File: src/gdu_pkg.sv
`timescale 1ns / 1ps

package gdu_pkg;

    localparam int SCREEN_WIDTH  = 128;
    localparam int SCREEN_HEIGHT = 64;
    localparam int PAGE_COUNT    = (SCREEN_HEIGHT + 7) / 8;
    localparam int STORE_BYTES   = SCREEN_WIDTH * PAGE_COUNT;
    localparam int ADDR_W        = $clog2(STORE_BYTES);
    localparam int XW            = $clog2(SCREEN_WIDTH);
    localparam int PW            = (PAGE_COUNT > 1) ? $clog2(PAGE_COUNT) : 1;
    localparam int RW            = PW + 3;
    localparam int CW            = 12;

    localparam logic [2:0] CMD_CLEAR  = 3'd0;
    localparam logic [2:0] CMD_PIXEL  = 3'd1;
    localparam logic [2:0] CMD_INVERT = 3'd2;
    localparam logic [2:0] CMD_SMALL  = 3'd3;
    localparam logic [2:0] CMD_BIG    = 3'd4;
    localparam logic [2:0] CMD_READ   = 3'd5;

    typedef enum logic [1:0] {K_NONE, K_CLEAR, K_DRAW, K_READ} kind_t;
    typedef enum logic [1:0] {OP_SET, OP_XOR, OP_GLYPH} op_t;

    typedef struct packed {
        logic [2:0]        cmd;
        logic signed [8:0] pos_x;
        logic signed [7:0] pos_y;
        logic [7:0]        rect_width;
        logic [6:0]        rect_height;
        logic [7:0]        char_code;
        logic              pixel_on;
        logic [9:0]        byte_index;
    } item_t;

    typedef struct packed {
        kind_t                kind;
        op_t                  op;
        logic                 empty;
        logic [XW-1:0]        cx0;
        logic [XW-1:0]        cx1;
        logic [RW-1:0]        ry0;
        logic [RW-1:0]        ry1;
        logic [PW-1:0]        pg0;
        logic [PW-1:0]        pg1;
        logic                 value;
        logic signed [CW-1:0] org_x;
        logic signed [CW-1:0] org_y;
        logic                 big;
        logic [3:0]           glyph;
        logic                 read_ok;
        logic [ADDR_W-1:0]    read_addr;
    } geom_t;

    function automatic logic [3:0] glyph_index(input logic [7:0] code);
        logic [3:0] idx;
        idx = 4'd0;
        if (code == 8'h2D) idx = 4'd1;
        else if (code == 8'h3A) idx = 4'd2;
        else if (code >= 8'h30 && code <= 8'h39) idx = 4'(code - 8'h30) + 4'd3;
        return idx;
    endfunction

    // Column 0 sits in the lowest byte; bit r of a column is row r.
    function automatic logic [63:0] glyph_bits(input logic [3:0] idx);
        logic [63:0] g;
        unique case (idx)
            4'd1:    g = 64'h0000_0000_0808_0000;
            4'd2:    g = 64'h0000_0000_3636_0000;
            4'd3:    g = 64'h0000_003E_4549_513E;
            4'd4:    g = 64'h0000_0000_407F_4200;
            4'd5:    g = 64'h0000_0046_4949_5162;
            4'd6:    g = 64'h0000_0036_4949_4922;
            4'd7:    g = 64'h0000_0010_7F12_1418;
            4'd8:    g = 64'h0000_0031_4949_492F;
            4'd9:    g = 64'h0000_0032_4949_493E;
            4'd10:   g = 64'h0000_0003_0509_7101;
            4'd11:   g = 64'h0000_0036_4949_4936;
            4'd12:   g = 64'h0000_003E_4949_4926;
            default: g = 64'h0;
        endcase
        return g;
    endfunction

endpackage

File: src/gdu_byte_unit.sv
`timescale 1ns / 1ps

module gdu_byte_unit (
    input  gdu_pkg::geom_t          geom,
    input  logic [gdu_pkg::XW-1:0]  x,
    input  logic [gdu_pkg::PW-1:0]  page,
    input  logic [7:0]              old_byte,
    output logic [7:0]              new_byte
);
    import gdu_pkg::*;

    logic [63:0]          gbits;
    logic signed [CW-1:0] dx;
    logic [2:0]           col;
    logic [7:0]           col_bits;
    logic [RW-1:0]        row [8];
    logic signed [CW-1:0] dy [8];
    logic [2:0]           grow [8];
    logic                 inrow [8];

    always_comb
    begin
        gbits    = glyph_bits(geom.glyph);
        dx       = CW'(x) - geom.org_x;
        col      = geom.big ? dx[3:1] : dx[2:0];
        col_bits = gbits[{col, 3'b000} +: 8];
        for (int b = 0; b < 8; b++)
        begin
            row[b]   = {page, 3'(b)};
            inrow[b] = (row[b] >= geom.ry0) && (row[b] <= geom.ry1);
            dy[b]    = CW'(row[b]) - geom.org_y;
            grow[b]  = geom.big ? dy[b][3:1] : dy[b][2:0];
            new_byte[b] = old_byte[b];
            if (inrow[b])
            begin
                unique case (geom.op)
                    OP_SET:   new_byte[b] = geom.value;
                    OP_XOR:   new_byte[b] = ~old_byte[b];
                    OP_GLYPH: new_byte[b] = col_bits[grow[b]];
                    default:  new_byte[b] = old_byte[b];
                endcase
            end
        end
    end

endmodule

File: config.mk
export PLATFORM = sky130hd
export DESIGN_NAME = gdu_byte_unit
export DESIGN_NICKNAME = d
export VERILOG_FILES = /design/src/gdu_pkg.sv /design/src/gdu_byte_unit.sv
export SDC_FILE = /design/constraint.sdc
export NUM_CORES = 1
export LEC_CHECK = 0
export BUFFER_PORTS_ARGS = -buffer_cell sky130_fd_sc_hd__buf_2
export CORE_MARGIN = 5
export CORE_UTILIZATION = 40
export DETAILED_ROUTE_END_ITERATION = 8
export PLACE_DENSITY = 0.71
export SLEW_MARGIN = 20
export SYNTH_ARGS = -nofsm -noshare
export SYNTH_HDL_FRONTEND = slang
export SYNTH_SLANG_ARGS = --single-unit
File: constraint.sdc
create_clock -name vclk -period 4
set_clock_uncertainty 0.05 [all_clocks]
set_input_delay 0.8 -clock vclk [all_inputs]
set_output_delay 0.8 -clock vclk [all_outputs]
set_load 0.01 [all_outputs]
==> results.ini <==
[outcome]
status=complete, but fails checks
failed_checks=setup timing

[routing]
ant_nets=0
first_pass_iters=5
wl_mm=9.70
drc=0
wl_per_cell_um=15.8
drt_iter0_drc=244
via_per_inst=6.07
num_vias=3727

[finish]
n_clock_buffer=0
final_cell_mix=buf_4, a21oi_1, buf_2
regArea_um2=0
nets=641
seq_cells=0
diodes=0
final_layout_size_suffix_gt1_share_pct=33.8
final_util_pct=56.5
layout_commonest_cell=buf_4
syn2layout_area_growth_pct=37.7
design_area_mm2=0.00384

[worst_hold_path]
hold_depth=3
holdCritPathClass=in2out
min_to=new_byte[0]
min_from=old_byte[0]

[sta]
rsz0062_at_grt=yes
setup-tns-final_ps=-3380
max_freq_mhz=224
worstMarginPinSlew_ps=655
worst_slack_ps=-474
setup_viol=8
hold_viol=0
fin_crit_ps=4470
period_share_pct=112
max-slew-margin-rel_pct=56.3
slew_viol_final=0

[synth]
yosysSeqAreaShare_pct=0
synthCells=426
syn_avg_cell_area_um2=6.54
synth_nets=547
synth_top_area_share_pct=10.8
yosysUniqueCellTypes=80
syn_area_mm2=0.00279
yosys-top-cells-area=ha_1, a21oi_1, nand2_1, nor2_1, o21ai_0
ys_warn_count=0
yosysTopAreaCell=ha_1

[setup_path]
cp_max_fo=8
cp_common_cell=a21oi_1
worstPathRequired_ps=3150
worstSetupPathType=in2out
slowest_stage=fa_2
crit_path_end_kind=output pin
crit_buf_inv=5
crit_chain=buf_8 -> inv_12 -> ha_4 -> inv_2 -> fa_2 -> and2b_4 -> o21ai_1 -> a21oi_1 -> o311a_1 -> a21oi_4 -> buf_4 -> a21oi_1 -> a2111oi_2 -> o31ai_2 -> buf_2
slowest_delay_ps=560
arrival_ps=3620
crit_family=compound AO/OA/AOI/OAI gates
critPathLaunchType=input pin

[floorplanning]
core_region_area_mm2=0.00679
initial_core_util_pct=41.0
die_area_mm2=0.00874
die_h_um=93.5
die_w_um=93.5
core.rowCount=30
num_io_pins=104

[placement]
place_ws_ps=-616
place_congestion=0.946
dp_hpwl_mm=7.47
io_buffers=51
dpl_cell_area_mm2=0.00362

[power]
p_per_area_mw_per_mm2=192
peakVddDrop_mv=0.0925
power.static_leakage_uw=0.00163
power_uw=736

[grt]
grt_max_degree=36
overflow=0
grt_pass1_vias=3445
grt_pass1_wl_mm=15.7
antenna_found_initial=0
grt_usage_pct=20.9

[clocking]
holdBufCountCts=0

[run]
cap_violations=0

Yosys cell counts, drive strengths merged, types with 10 or more instances:
cell,instances
a21oi,52
buf,14
inv,21
a31oi,10
o211ai,10
nor2,37
nand3,14
nand2b,13
xnor2,10
nor3,10
ha,24
nor2b,11
nand2,46
o21ai,27
cell type report:
class	instances	area [um2]
Fill cell	643	2960
Timing Repair Buffer	114	773
Inverter	23	98.8
Tap cell	96	120
Multi-Input combinational cell	381	2850
stage by stage:
| step | hold WS (ps) | instances |
|---|---|---|
| floorplan | 1680 | 426 |
| detailed placement | 1890 | 611 |
| finish | 1890 | 614 |
| global placement | 1890 | 611 |
| CTS | 1900 | 612 |
| global route | 1920 | 614 |
metal layers:
layer  global-route usage, %  vias to the layer above  share of wire, %
met5                       0                        -                 0
met4                    6.35                        0               3.0
met3                    1.37                       38               7.0
met2                    37.3                      177                49
met1                    26.7                     1713                41
li1                        -                     1799                 -
what timing repair did:
| action | CTS | global route |
|---|---|---|
| buffers inserted | 0 | 2 |
| gates resized for setup | 21 | 26 |
| gates cloned | 1 | 0 |
| setup endpoints to repair | 8 | 8 |
| pin swaps | 14 | 15 |
worst max-delay path by stage:
stage / slack (ps) / end / startpoint / cells past startpoint
after floorplan: -110 / new_byte[3] / x[0] / 12
after global placement: -570 / new_byte[5] / x[0] / 16
after detailed placement: -620 / new_byte[5] / x[0] / 16
after CTS: -420 / new_byte[5] / x[0] / 15
after global routing: -580 / new_byte[2] / x[0] / 15
final: -470 / new_byte[5] / x[0] / 15
power by group:
part           switching, uW  leakage, uW  total (uW)  internal [uW]
registers                  0            0           0              0
clock network              0            0           0              0
logic                    398      0.00163         736            338
logic make-up (layout without fill, tap and decap cells):
kind of cell             Yosys count  count (layout)  synth area share (%)
multiplexers                      11              11                  4.53
buffers and inverters             46             137                  7.72
XOR/XNOR                          13              13                  4.35
AO/OA/AOI/OAI                    171             171                  43.4
AND/OR/NAND/NOR                  160             161                  28.5
adder cells (fa/ha/maj)           25              25                  11.5
Power figures use the tool's default switching activity.
