--- src/gdu_pkg.sv ---
`timescale 1ns / 1ps

package gdu_pkg;

    localparam int SCREEN_WIDTH  = 128;
    localparam int SCREEN_HEIGHT = 64;
    localparam int PAGE_COUNT    = (SCREEN_HEIGHT + 7) / 8;
    localparam int STORE_BYTES   = SCREEN_WIDTH * PAGE_COUNT;
    localparam int ADDR_W        = $clog2(STORE_BYTES);
    localparam int XW            = $clog2(SCREEN_WIDTH);
    localparam int PW            = (PAGE_COUNT > 1) ? $clog2(PAGE_COUNT) : 1;
    localparam int RW            = PW + 3;
    localparam int CW            = 12;

    localparam logic [2:0] CMD_CLEAR  = 3'd0;
    localparam logic [2:0] CMD_PIXEL  = 3'd1;
    localparam logic [2:0] CMD_INVERT = 3'd2;
    localparam logic [2:0] CMD_SMALL  = 3'd3;
    localparam logic [2:0] CMD_BIG    = 3'd4;
    localparam logic [2:0] CMD_READ   = 3'd5;

    typedef enum logic [1:0] {K_NONE, K_CLEAR, K_DRAW, K_READ} kind_t;
    typedef enum logic [1:0] {OP_SET, OP_XOR, OP_GLYPH} op_t;

    typedef struct packed {
        logic [2:0]        cmd;
        logic signed [8:0] pos_x;
        logic signed [7:0] pos_y;
        logic [7:0]        rect_width;
        logic [6:0]        rect_height;
        logic [7:0]        char_code;
        logic              pixel_on;
        logic [9:0]        byte_index;
    } item_t;

    typedef struct packed {
        kind_t                kind;
        op_t                  op;
        logic                 empty;
        logic [XW-1:0]        cx0;
        logic [XW-1:0]        cx1;
        logic [RW-1:0]        ry0;
        logic [RW-1:0]        ry1;
        logic [PW-1:0]        pg0;
        logic [PW-1:0]        pg1;
        logic                 value;
        logic signed [CW-1:0] org_x;
        logic signed [CW-1:0] org_y;
        logic                 big;
        logic [3:0]           glyph;
        logic                 read_ok;
        logic [ADDR_W-1:0]    read_addr;
    } geom_t;

    function automatic logic [3:0] glyph_index(input logic [7:0] code);
        logic [3:0] idx;
        idx = 4'd0;
        if (code == 8'h2D) idx = 4'd1;
        else if (code == 8'h3A) idx = 4'd2;
        else if (code >= 8'h30 && code <= 8'h39) idx = 4'(code - 8'h30) + 4'd3;
        return idx;
    endfunction

    // Column 0 sits in the lowest byte; bit r of a column is row r.
    function automatic logic [63:0] glyph_bits(input logic [3:0] idx);
        logic [63:0] g;
        unique case (idx)
            4'd1:    g = 64'h0000_0000_0808_0000;
            4'd2:    g = 64'h0000_0000_3636_0000;
            4'd3:    g = 64'h0000_003E_4549_513E;
            4'd4:    g = 64'h0000_0000_407F_4200;
            4'd5:    g = 64'h0000_0046_4949_5162;
            4'd6:    g = 64'h0000_0036_4949_4922;
            4'd7:    g = 64'h0000_0010_7F12_1418;
            4'd8:    g = 64'h0000_0031_4949_492F;
            4'd9:    g = 64'h0000_0032_4949_493E;
            4'd10:   g = 64'h0000_0003_0509_7101;
            4'd11:   g = 64'h0000_0036_4949_4936;
            4'd12:   g = 64'h0000_003E_4949_4926;
            default: g = 64'h0;
        endcase
        return g;
    endfunction

endpackage

--- src/gdu_setup.sv ---
`timescale 1ns / 1ps

module gdu_setup (
    input  logic           clk,
    input  logic           load,
    input  gdu_pkg::item_t item,
    output gdu_pkg::geom_t geom
);
    import gdu_pkg::*;

    localparam logic signed [CW-1:0] XMAX = CW'(SCREEN_WIDTH - 1);
    localparam logic signed [CW-1:0] YMAX = CW'(SCREEN_HEIGHT - 1);
    localparam logic signed [CW-1:0] ZERO = CW'(0);

    logic signed [CW-1:0] xs, ys, xe, ye, xlo, xhi, ylo, yhi;
    geom_t geom_next;

    always_comb
    begin
        xs = CW'(item.pos_x);
        ys = CW'(item.pos_y);
        xe = xs;
        ye = ys;
        geom_next.kind = K_NONE;
        geom_next.op   = OP_SET;
        unique case (item.cmd)
            CMD_CLEAR:  geom_next.kind = K_CLEAR;
            CMD_PIXEL:  geom_next.kind = K_DRAW;
            CMD_INVERT:
            begin
                geom_next.kind = K_DRAW;
                geom_next.op   = OP_XOR;
                xe = xs + signed'(CW'(item.rect_width)) - CW'(1);
                ye = ys + signed'(CW'(item.rect_height)) - CW'(1);
            end
            CMD_SMALL:
            begin
                geom_next.kind = K_DRAW;
                geom_next.op   = OP_GLYPH;
                xe = xs + CW'(5);
                ye = ys + CW'(7);
            end
            CMD_BIG:
            begin
                geom_next.kind = K_DRAW;
                geom_next.op   = OP_GLYPH;
                xe = xs + CW'(11);
                ye = ys + CW'(15);
            end
            CMD_READ:   geom_next.kind = K_READ;
            default:    geom_next.kind = K_NONE;
        endcase

        xlo = (xs < ZERO) ? ZERO : xs;
        xhi = (xe > XMAX) ? XMAX : xe;
        ylo = (ys < ZERO) ? ZERO : ys;
        yhi = (ye > YMAX) ? YMAX : ye;

        geom_next.empty = (xe < ZERO) || (xs > XMAX) || (ye < ZERO) || (ys > YMAX) ||
                          (item.cmd == CMD_INVERT &&
                           (item.rect_width == 8'd0 || item.rect_height == 7'd0));
        geom_next.cx0       = xlo[XW-1:0];
        geom_next.cx1       = xhi[XW-1:0];
        geom_next.ry0       = ylo[RW-1:0];
        geom_next.ry1       = yhi[RW-1:0];
        geom_next.pg0       = ylo[RW-1:3];
        geom_next.pg1       = yhi[RW-1:3];
        geom_next.value     = item.pixel_on;
        geom_next.org_x     = xs;
        geom_next.org_y     = ys;
        geom_next.big       = (item.cmd == CMD_BIG);
        geom_next.glyph     = glyph_index(item.char_code);
        geom_next.read_ok   = (32'(item.byte_index) < STORE_BYTES);
        geom_next.read_addr = ADDR_W'(item.byte_index);
    end

    always_ff @(posedge clk)
    begin
        if (load)
        begin
            geom <= geom_next;
        end
    end

endmodule

--- config.mk ---
export PLATFORM = sky130hd
export DESIGN_NAME = gdu_setup
export DESIGN_NICKNAME = d
export VERILOG_FILES = /design/src/gdu_pkg.sv /design/src/gdu_setup.sv
export SDC_FILE = /design/constraint.sdc
export NUM_CORES = 1
export LEC_CHECK = 0
export ABC_CLOCK_PERIOD_IN_PS = 2600
export BUFFER_PORTS_ARGS = -buffer_cell sky130_fd_sc_hd__buf_2
export CAP_MARGIN = 20
export CORE_ASPECT_RATIO = 1.75
export CORE_UTILIZATION = 47
export CTS_CLUSTER_DIAMETER = 120
export DETAILED_ROUTE_END_ITERATION = 7
export PLACE_DENSITY = 0.79
export REMOVE_ABC_BUFFERS = 1
export SLEW_MARGIN = 5
export SYNTH_ARGS = -nofsm -noshare
export SYNTH_HDL_FRONTEND = slang
export SYNTH_SLANG_ARGS = --single-unit
--- constraint.sdc ---
create_clock -name clk -period 2.6 [get_ports clk]
set_clock_uncertainty 0.05 [all_clocks]
set_input_delay 0.13 -clock clk [delete_from_list [all_inputs] [get_ports clk]]
set_output_delay 0.13 -clock clk [all_outputs]
set_load 0.01 [all_outputs]
==> impl_results.md, run 1 <==
* Final wirelength at 12500 um
* Clock transition at the registers of the reported paths at 50 ps
* VDD IR-drop max at 0.388 mV
* I/O pin cnt at 134
* Pleak at 2.67 nW
* DRT Pass-1 Iters at 6
* Post-synth EDFFs at 64
* CP max stage cell: or3b_1
* WHS at 64.3 ps
* Slew headroom at 45.6%
* Crit. End Element: register
* Critical path, cell by cell: buf_2 -> inv_2 -> ha_1 -> inv_1 -> ha_1 -> inv_1 -> fa_2 -> nor2b_2 -> o22ai_1 -> or3b_1 -> a311oi_1 -> nor3_1 -> nor2_2 -> nand3_1
* Power Density at 552 nW/um^2
* Top-area cell type share of the netlist area at 43.7%
* Clock Tree Buf Depth at 2
* Register area share after synthesis at 43.7%
* CTS tree: done
* Worst Path Required at 2610 ps
* Synth async-reset ratio at 0%
* TNS Setup at 0 ps
* First-pass GRT wire length at 19200 um
* Worst hold path type: input pin to register
* Maxcap violations at 0
* Via count at 4164
* Least-Margin Pin Slew at 817 ps
* Synthesized instance count at 454
* Post-DP HPWL at 9600 um
* Top-count cell post-synth: inv_1
* Total Nets Final at 733
* Status: completed
* Ys Warns at 0
* Top Registers: geom (64)
* Yosys top cell by area: edfxtp_1
* Yosys reg bits at 64
* Hold EP: geom[18]
* Clock buffer count from CTS at 9
* Final Hold Fails at 0
* Main synth FF type: edfxtp_1
* Post-synthesis cell type count at 67
* Gr usage total at 26.2%
* Core ar. at 9090 sq um
* Clk sinks at 64
* Hold Crit Depth at 2
* 1st-iter DRT viols at 349
* Synth Cell Area at 4400 sq um
* Max reg flops at 64
* Starting Density at 48.4%
* Tcrit/Tclk final at 97.1%
* Setup violators final at 0
* Die Wd at 75.1 um
* Hold Path Origin: item[36]
* IO Port Bufs at 132
* CP delay by family, top: simple AND/OR/NAND/NOR gates
* Top area cells in the synthesized netlist: edfxtp_1 (44%), ha_1 (11%), inv_1 (5.9%)
* Diode count at 0
* Placer's final routability congestion estimate at 0.988
* CP max stage delay at 380 ps
* Antenna Nets Post-Route at 0
* Share of cells above drive strength 1 at 33.7%
* Die Y-Extent at 130 um
* Area delta synth->final at 32.9%
* Die Area at 9770 sq um
* Biggest register: geom
* Top post-synthesis cells by count: inv_1 (69), edfxtp_1 (64), nor2_1 (40), ha_1 (37), o21ai_0 (30)
* # rows at 46
* Initial antenna violation count at 0
* Crit Path Max Fanout at 6
* WS Path Type: input pin to register
* Mean post-synth cell area at 9.69 sq um
* Drt drc at 0
* Root Driver: clkbuf_16
* Clock period minus worst slack at 2520 ps
* CP arrival at 2540 ps
* Final core utilization at 64.3%
* Via density at 5.46
* WL per Instance at 16.4 um
* Startpoint types: input pin
* Largest net degree at the start of global routing at 65
* Buf/Inv on CP at 4
* Fmax at 396 MHz
* H-tree Lvls at 3
* GRT overflow at 0
* Vias in the first global route at 4161
* Final Max Slew Viols at 0
[kinds of logic after synthesis]
family / share of synthesized area (%)
fa+ha+maj: 11.7
simple gates: 12.6
xor+xnor: 2.39
mux: 0.256
buf+inv: 9.95
compound gates: 19.4
other cells: 0.0852
flops: 43.7
[power by group]
| group | total [W] | switching (W) | internal (W) |
|---|---|---|---|
| logic | 0.000875 | 0.000485 | 0.000390 |
| registers | 0.00127 | 0.0000272 | 0.00125 |
| clock network | 0.00108 | 0.000445 | 0.000639 |
| total | 0.00323 | 0.000957 | 0.00227 |
[cells in the final DEF, fill, tap and decap left out, drive strengths merged, types with 10 or more instances in the layout]
cell type,synthesis,final
ha,37,37
clkbuf,5,10
inv,69,69
edfxtp,64,64
xnor2,10,10
nor2,41,41
buf,22,189
o21ai,36,36
dlygate4sd3,0,11
nand2,24,24
a21oi,24,24
[routing by layer]
layer / vias up / track usage [%] / wire [um] / part of all wire [%]
met5: - / 0 / 0 / 0
met4: 0 / 14.1 / 518 / 4.1
met3: 43 / 4.56 / 768 / 6.1
met2: 204 / 47.0 / 6630 / 53
met1: 1922 / 28.6 / 4630 / 37
li1: 1995 / - / - / -
[how the worst max path moves through the flow]
stage,start,endpoint,cells after the start
global route,item[35],geom[52],14
CTS,item[35],geom[52],14
finish,item[35],geom[52],14
global placement,item[35],geom[49],14
detailed placement,item[35],geom[49],14
floorplan,item[20],geom[49],13
[timing repair]
item,CTS,global route
buffers inserted,0,2
resized for setup,0,4
setup endpoints to repair,0,6
hold buffers,11,0
endpoints found under the hold margin,11,0
[through the flow]
step                      total power [W]  cells  setup WS (ps)  area [sq um]
after floorplan                   0.00174    427           3.38          4230
after global placement            0.00211    734           -214          5450
after detailed placement          0.00214    734           -258          5450
after CTS                         0.00323    761           63.1          5830
after global routing              0.00337    763          -8.30          5850
final                             0.00323    763           75.7          5850
[area by class of cell]
type | instances | area [sq um]
Clock buffer | 10 | 229
Clock inverter | 6 | 36.3
Fill cell | 827 | 3240
Inverter | 71 | 268
Multi-Input combinational cell | 292 | 2050
Sequential cell | 64 | 1920
Tap cell | 120 | 150
Timing Repair Buffer | 200 | 1200
(Power assumes the default switching activity.)
==> run 2: changes to the inputs <==
- CORE_UTILIZATION: 47 -> 45
- PLACE_DENSITY: 0.79 -> 0.76
==> run 2 against run 1 <==
First-iteration DRC count is 30% higher. Sequential share of layout area is 0.65 points lower. Final cell count is 1.0% higher. Sequential cell count stayed put. Clock power is 9% higher. Worst hold slack better by 1.6 ps. Critical path depth is 1 higher. Count of clock-buffer cells in the layout stayed put. Die area is 4.3% higher. Via count is 1.4% higher.
==> impl_results.md, run 2 (synthesis results as in run 1) <==
* Tcrit/Tclk final at 96.4%
* CP max stage delay at 390 ps
* Biggest register: geom
* Reg power frac at 37.9%
* Startpoint types: input pin
* Setup violators final at 0
* IO Port Bufs at 132
* Final core utilization at 63.0%
* Placer's final routability congestion estimate at 0.910
* Vias in the first global route at 4183
* Die Y-Extent at 133 um
* Gr usage total at 25.3%
* 1st-iter DRT viols at 455
* Slew headroom at 63.9%
* H-tree Lvls at 3
* VDD IR-drop max at 0.315 mV
* First-pass GRT wire length at 20300 um
* Fillers at 832
* CTS tree: done
* Fmax at 399 MHz
* Drt drc at 0
* WS Path Type: input pin to register
* Worst hold path type: input pin to register
* Clock power share at 35.1%
* GRT overflow at 0
* Largest net degree at the start of global routing at 65
* Status: completed
* Critical path, cell by cell: buf_2 -> inv_1 -> ha_1 -> inv_1 -> ha_1 -> inv_1 -> fa_2 -> nor2b_2 -> o22ai_1 -> or3b_1 -> a311oi_2 -> nor3_2 -> nor2_2 -> buf_4 -> nand2_1
* Switching power at 0.000963 W
* # rows at 47
* Final Hold Fails at 0
* Clock Tree Buf Depth at 2
* Via density at 5.47
* Commonest non-fill, non-tap cell in the layout: buf_2
* Top Registers: geom (64)
* CP arrival at 2530 ps
* WL per Instance at 16.2 um
* Least-Margin Pin Slew at 537 ps
* CP max stage cell: or3b_1
* Final Max Slew Viols at 0
* Crit. End Element: register
* Via count at 4221
* Root Driver: clkbuf_16
* Share of cells above drive strength 1 at 34.4%
* Maxcap violations at 0
* Clk sinks at 64
* Die Area at 10200 sq um
* Starting Density at 46.5%
* DRT Pass-1 Iters at 5
* Power Density at 561 nW/um^2
* Inst Count DP at 740
* Die Wd at 76.8 um
* Final wirelength at 12500 um
* Logic pwr share at 27.0%
* Area delta synth->final at 35.6%
* Total Nets Final at 739
* Clock buffer count from CTS at 9
* Crit Path Max Fanout at 4
* Diode count at 0
* Core ar. at 9470 sq um
* Clock period minus worst slack at 2510 ps
* CP dominant cell by count: inv_1
* Internal power at 0.00239 W
* Max reg flops at 64
* Clock transition at the registers of the reported paths at 50 ps
* Post-DP HPWL at 9530 um
* Final std cells w/o fill at 771
* I/O pin cnt at 134
* Initial antenna violation count at 0
* Antenna Nets Post-Route at 0
* Pleak at 2.72 nW
* Worst Path Required at 2630 ps
* Commonest cells after routing, fill and taps aside: buf_2 (132), inv_1 (69), edfxtp_1 (64), buf_4 (60), nor2_1 (40)
* WHS at 65.9 ps
* Switching Fraction at 28.7%
run 2: changes by cell type in the layout (fill, tap and decap cells not counted), sizes merged:
cell         change
dlygate4sd3      +1
bufinv           +1
buf              +5
clkinv           -1
run 2: routing by layer:
layer / track usage, % / share of wire, %
met2: 46.3 / 53
met5: 0 / 0
met1: 28.5 / 38
met3: 4.14 / 5.5
met4: 10.6 / 3.3
run 2: area by class of cell:
type | instances | area [sq um] | area share, %
Multi-Input combinational cell | 292 | 2070 | 34.8
Sequential cell | 64 | 1920 | 32.2
Timing Repair Buffer | 206 | 1260 | 21.2
Inverter | 71 | 268 | 4.49
Clock buffer | 10 | 229 | 3.84
Tap cell | 122 | 153 | 2.56
Clock inverter | 6 | 60.1 | 1.01
run 2: worst paths after layout:
path                     start  endpoint  depth (start not counted)
worst max-delay path  item[35]  geom[48]                         15
worst min-delay path  item[36]  geom[18]                          2
run 2: critical path, delay by kind of cell:
family	cells	cell delay, ps
compound gates	2	380
simple gates	5	810
buf+inv	5	440
fa+ha+maj	3	770
run 2: timing repair:
| action | CTS | global route |
|---|---|---|
| hold buffers | 12 | 0 |
| setup buffers | 0 | 3 |
| endpoints found under the hold margin | 12 | 0 |
| gates resized for setup | 0 | 8 |
| setup endpoints to repair | 0 | 8 |
run 2: power groups by stage:
| stage | clock, W | sequential, W | combinational [W] |
|---|---|---|---|
| after global placement | 0 | 0.00129 | 0.000826 |
| after CTS | 0.00119 | 0.00127 | 0.000868 |
| after global routing | 0.00124 | 0.00128 | 0.000988 |
| final | 0.00118 | 0.00127 | 0.000904 |
| after detailed placement | 0 | 0.00129 | 0.000849 |
| after floorplan | 0 | 0.00135 | 0.000383 |
run 2: metrics by stage:
stage          setup TNS [ps]  power [W]  setup slack (ps)  area, sq um
6_report                    0    0.00335              93.0         5970
5_1_grt                  -180    0.00350             -45.2         5970
4_1_cts                     0    0.00333              66.5         5910
3_5_place_dp            -2640    0.00214              -286         5500
3_3_place_gp            -1620    0.00211              -198         5500
2_1_floorplan               0    0.00174              3.38         4230
==> run 3: changes to the inputs <==
- ABC_CLOCK_PERIOD_IN_PS: 2600 -> 3000
- PLACE_DENSITY: 0.76 -> 0.73
- clock period: 2.6 -> 3 ns (I/O delays scaled with it)
==> run 3 against run 2 <==
Core utilization down 2.4 points. First-iteration DRC count fell by 32%. Critical path type unchanged. Power decreased by 9.7%. Sequential cell count did not move. Non-clock buffer count is 32 lower. Design area shrank 3.7%. Global-route usage grew 0.055 points. Sequential power decreased by 13%. Critical path depth is 2 lower. Clock power hardly changed.
==> impl_results.md, run 3 (synthesis results as in run 1) <==
* Tcrit/Tclk final at 97.0%
* Share of cells above drive strength 1 at 30.5%
* Max reg flops at 64
* Clock period minus worst slack at 2910 ps
* Core ar. at 9470 sq um
* WS Path Type: input pin to register
* Slew headroom at 54.6%
* Commonest non-fill, non-tap cell in the layout: buf_2
* Least-Margin Pin Slew at 676 ps
* Crit Path Max Fanout at 7
* Commonest cells after routing, fill and taps aside: buf_2 (132), inv_1 (69), edfxtp_1 (64), nor2_1 (40), ha_1 (37)
* Startpoint types: input pin
* I/O pin cnt at 134
* Power Density at 526 nW/um^2
* Initial antenna violation count at 0
* Logic pwr share at 23.9%
* Pleak at 2.58 nW
* Via density at 5.55
* Gr usage total at 25.4%
* First-pass GRT wire length at 20000 um
* VDD IR-drop max at 0.284 mV
* CP max stage delay at 520 ps
* Die Area at 10200 sq um
* # rows at 47
* Hold Crit Depth at 1
* Cell area after layout at 5750 sq um
* H-tree Lvls at 3
* Antenna Nets Post-Route at 0
* Worst hold path type: input pin to register
* DP Area at 5260 sq um
* Largest net degree at the start of global routing at 30
* DRT Pass-1 Iters at 6
* Via count at 4100
* Worst Path Required at 3120 ps
* Final wirelength at 12400 um
* CP arrival at 3030 ps
* Vias in the first global route at 4082
* Die Y-Extent at 133 um
* Clock power share at 39.7%
* Fmax at 344 MHz
* Crit. End Element: register
* Diode count at 0
* Starting Density at 46.5%
* IO Port Bufs at 132
* Final Max Slew Viols at 0
* Clock transition at the registers of the reported paths at 60 ps
* Status: completed
* CP max stage cell: dlygate4sd3_1
* Switching power at 0.000826 W
* Die Wd at 76.8 um
* Area delta synth->final at 30.6%
* Switching Fraction at 27.3%
* Post-DP HPWL at 9480 um
* WL per Instance at 16.8 um
* GRT overflow at 0
* Clk sinks at 64
* Critical path, cell by cell: dlygate4sd3_1 -> buf_2 -> inv_1 -> ha_1 -> inv_1 -> ha_1 -> nor2b_1 -> a311oi_2 -> mux2_1 -> o22ai_1 -> o31ai_4 -> buf_4 -> o211ai_1
* Drt drc at 0
* Top Registers: geom (64)
* Setup violators final at 0
* 1st-iter DRT viols at 311
* RSZ-0062 raised after global routing: false
* Total Nets Final at 707
* WHS at 13.2 ps
* Clock buffer count from CTS at 9
* Biggest register: geom
* Fillers at 859
* Maxcap violations at 0
* Reg power frac at 36.4%
* Internal power at 0.00220 W
* Clock Tree Buf Depth at 2
* Root Driver: clkbuf_16
* CTS tree: done
* Placer's final routability congestion estimate at 0.984
* Final Hold Fails at 0
==> run 3: what timing repair did <==
item                                    4_1_cts  5_1_grt
setup buffers                                 0        1
endpoints found under the hold margin        12        0
hold buffers                                 12        0
endpoints found under the setup margin        0        1
gates resized for setup                       0        2
==> run 3: per-stage QoR <==
step	cells	utilization (%)	total power (W)	TNS, ps	worst slack [ps]
2_1_floorplan	427	-	0.00151	0	383
3_3_place_gp	710	55.6	0.00179	0	54.1
3_5_place_dp	710	55.6	0.00181	-40.4	-33.7
4_1_cts	738	60.5	0.00303	0	140
5_1_grt	739	60.7	0.00315	0	17.1
6_report	739	60.7	0.00302	0	90.3
==> run 3: final cells by class <==
cell class	instances	area [sq um]	share of cell area, %
multi-input cells	292	2050	35.7
flip-flops and latches	64	1920	33.4
repair buffers	174	1010	17.5
inverters	71	268	4.66
clock buffers	9	225	3.92
well taps	122	153	2.66
clock inverters	7	119	2.07
==> run 3: layer usage <==
layer	up-vias	global-route usage, %	share of wire, %
met4	0	12.8	3.4
li1	1952	-	-
met5	-	0	0
met3	36	3.79	5.7
met1	1918	27.6	37
met2	194	46.8	54
==> run 3: worst max-delay path, delay by kind of cell <==
family / cells / cell delay (ps)
and+or+nand+nor: 1 / 170
adders and majority gates: 2 / 620
muxes: 1 / 360
AOI/OAI and AO/OA: 4 / 740
buffers and inverters: 5 / 980
==> run 3: final timing paths <==
check,startpoint,endpoint,slack [ps]
setup / recovery,item[48],geom[61],90
hold / removal,item[36],geom[18],10
==> run 3: power by group through the flow <==
stage / registers [W] / clock network, W / logic (W)
3_3_place_gp: 0.00112 / 0 / 0.000674
2_1_floorplan: 0.00117 / 0 / 0.000332
5_1_grt: 0.00111 / 0.00125 / 0.000789
6_report: 0.00110 / 0.00120 / 0.000722
3_5_place_dp: 0.00112 / 0 / 0.000691
4_1_cts: 0.00110 / 0.00122 / 0.000709
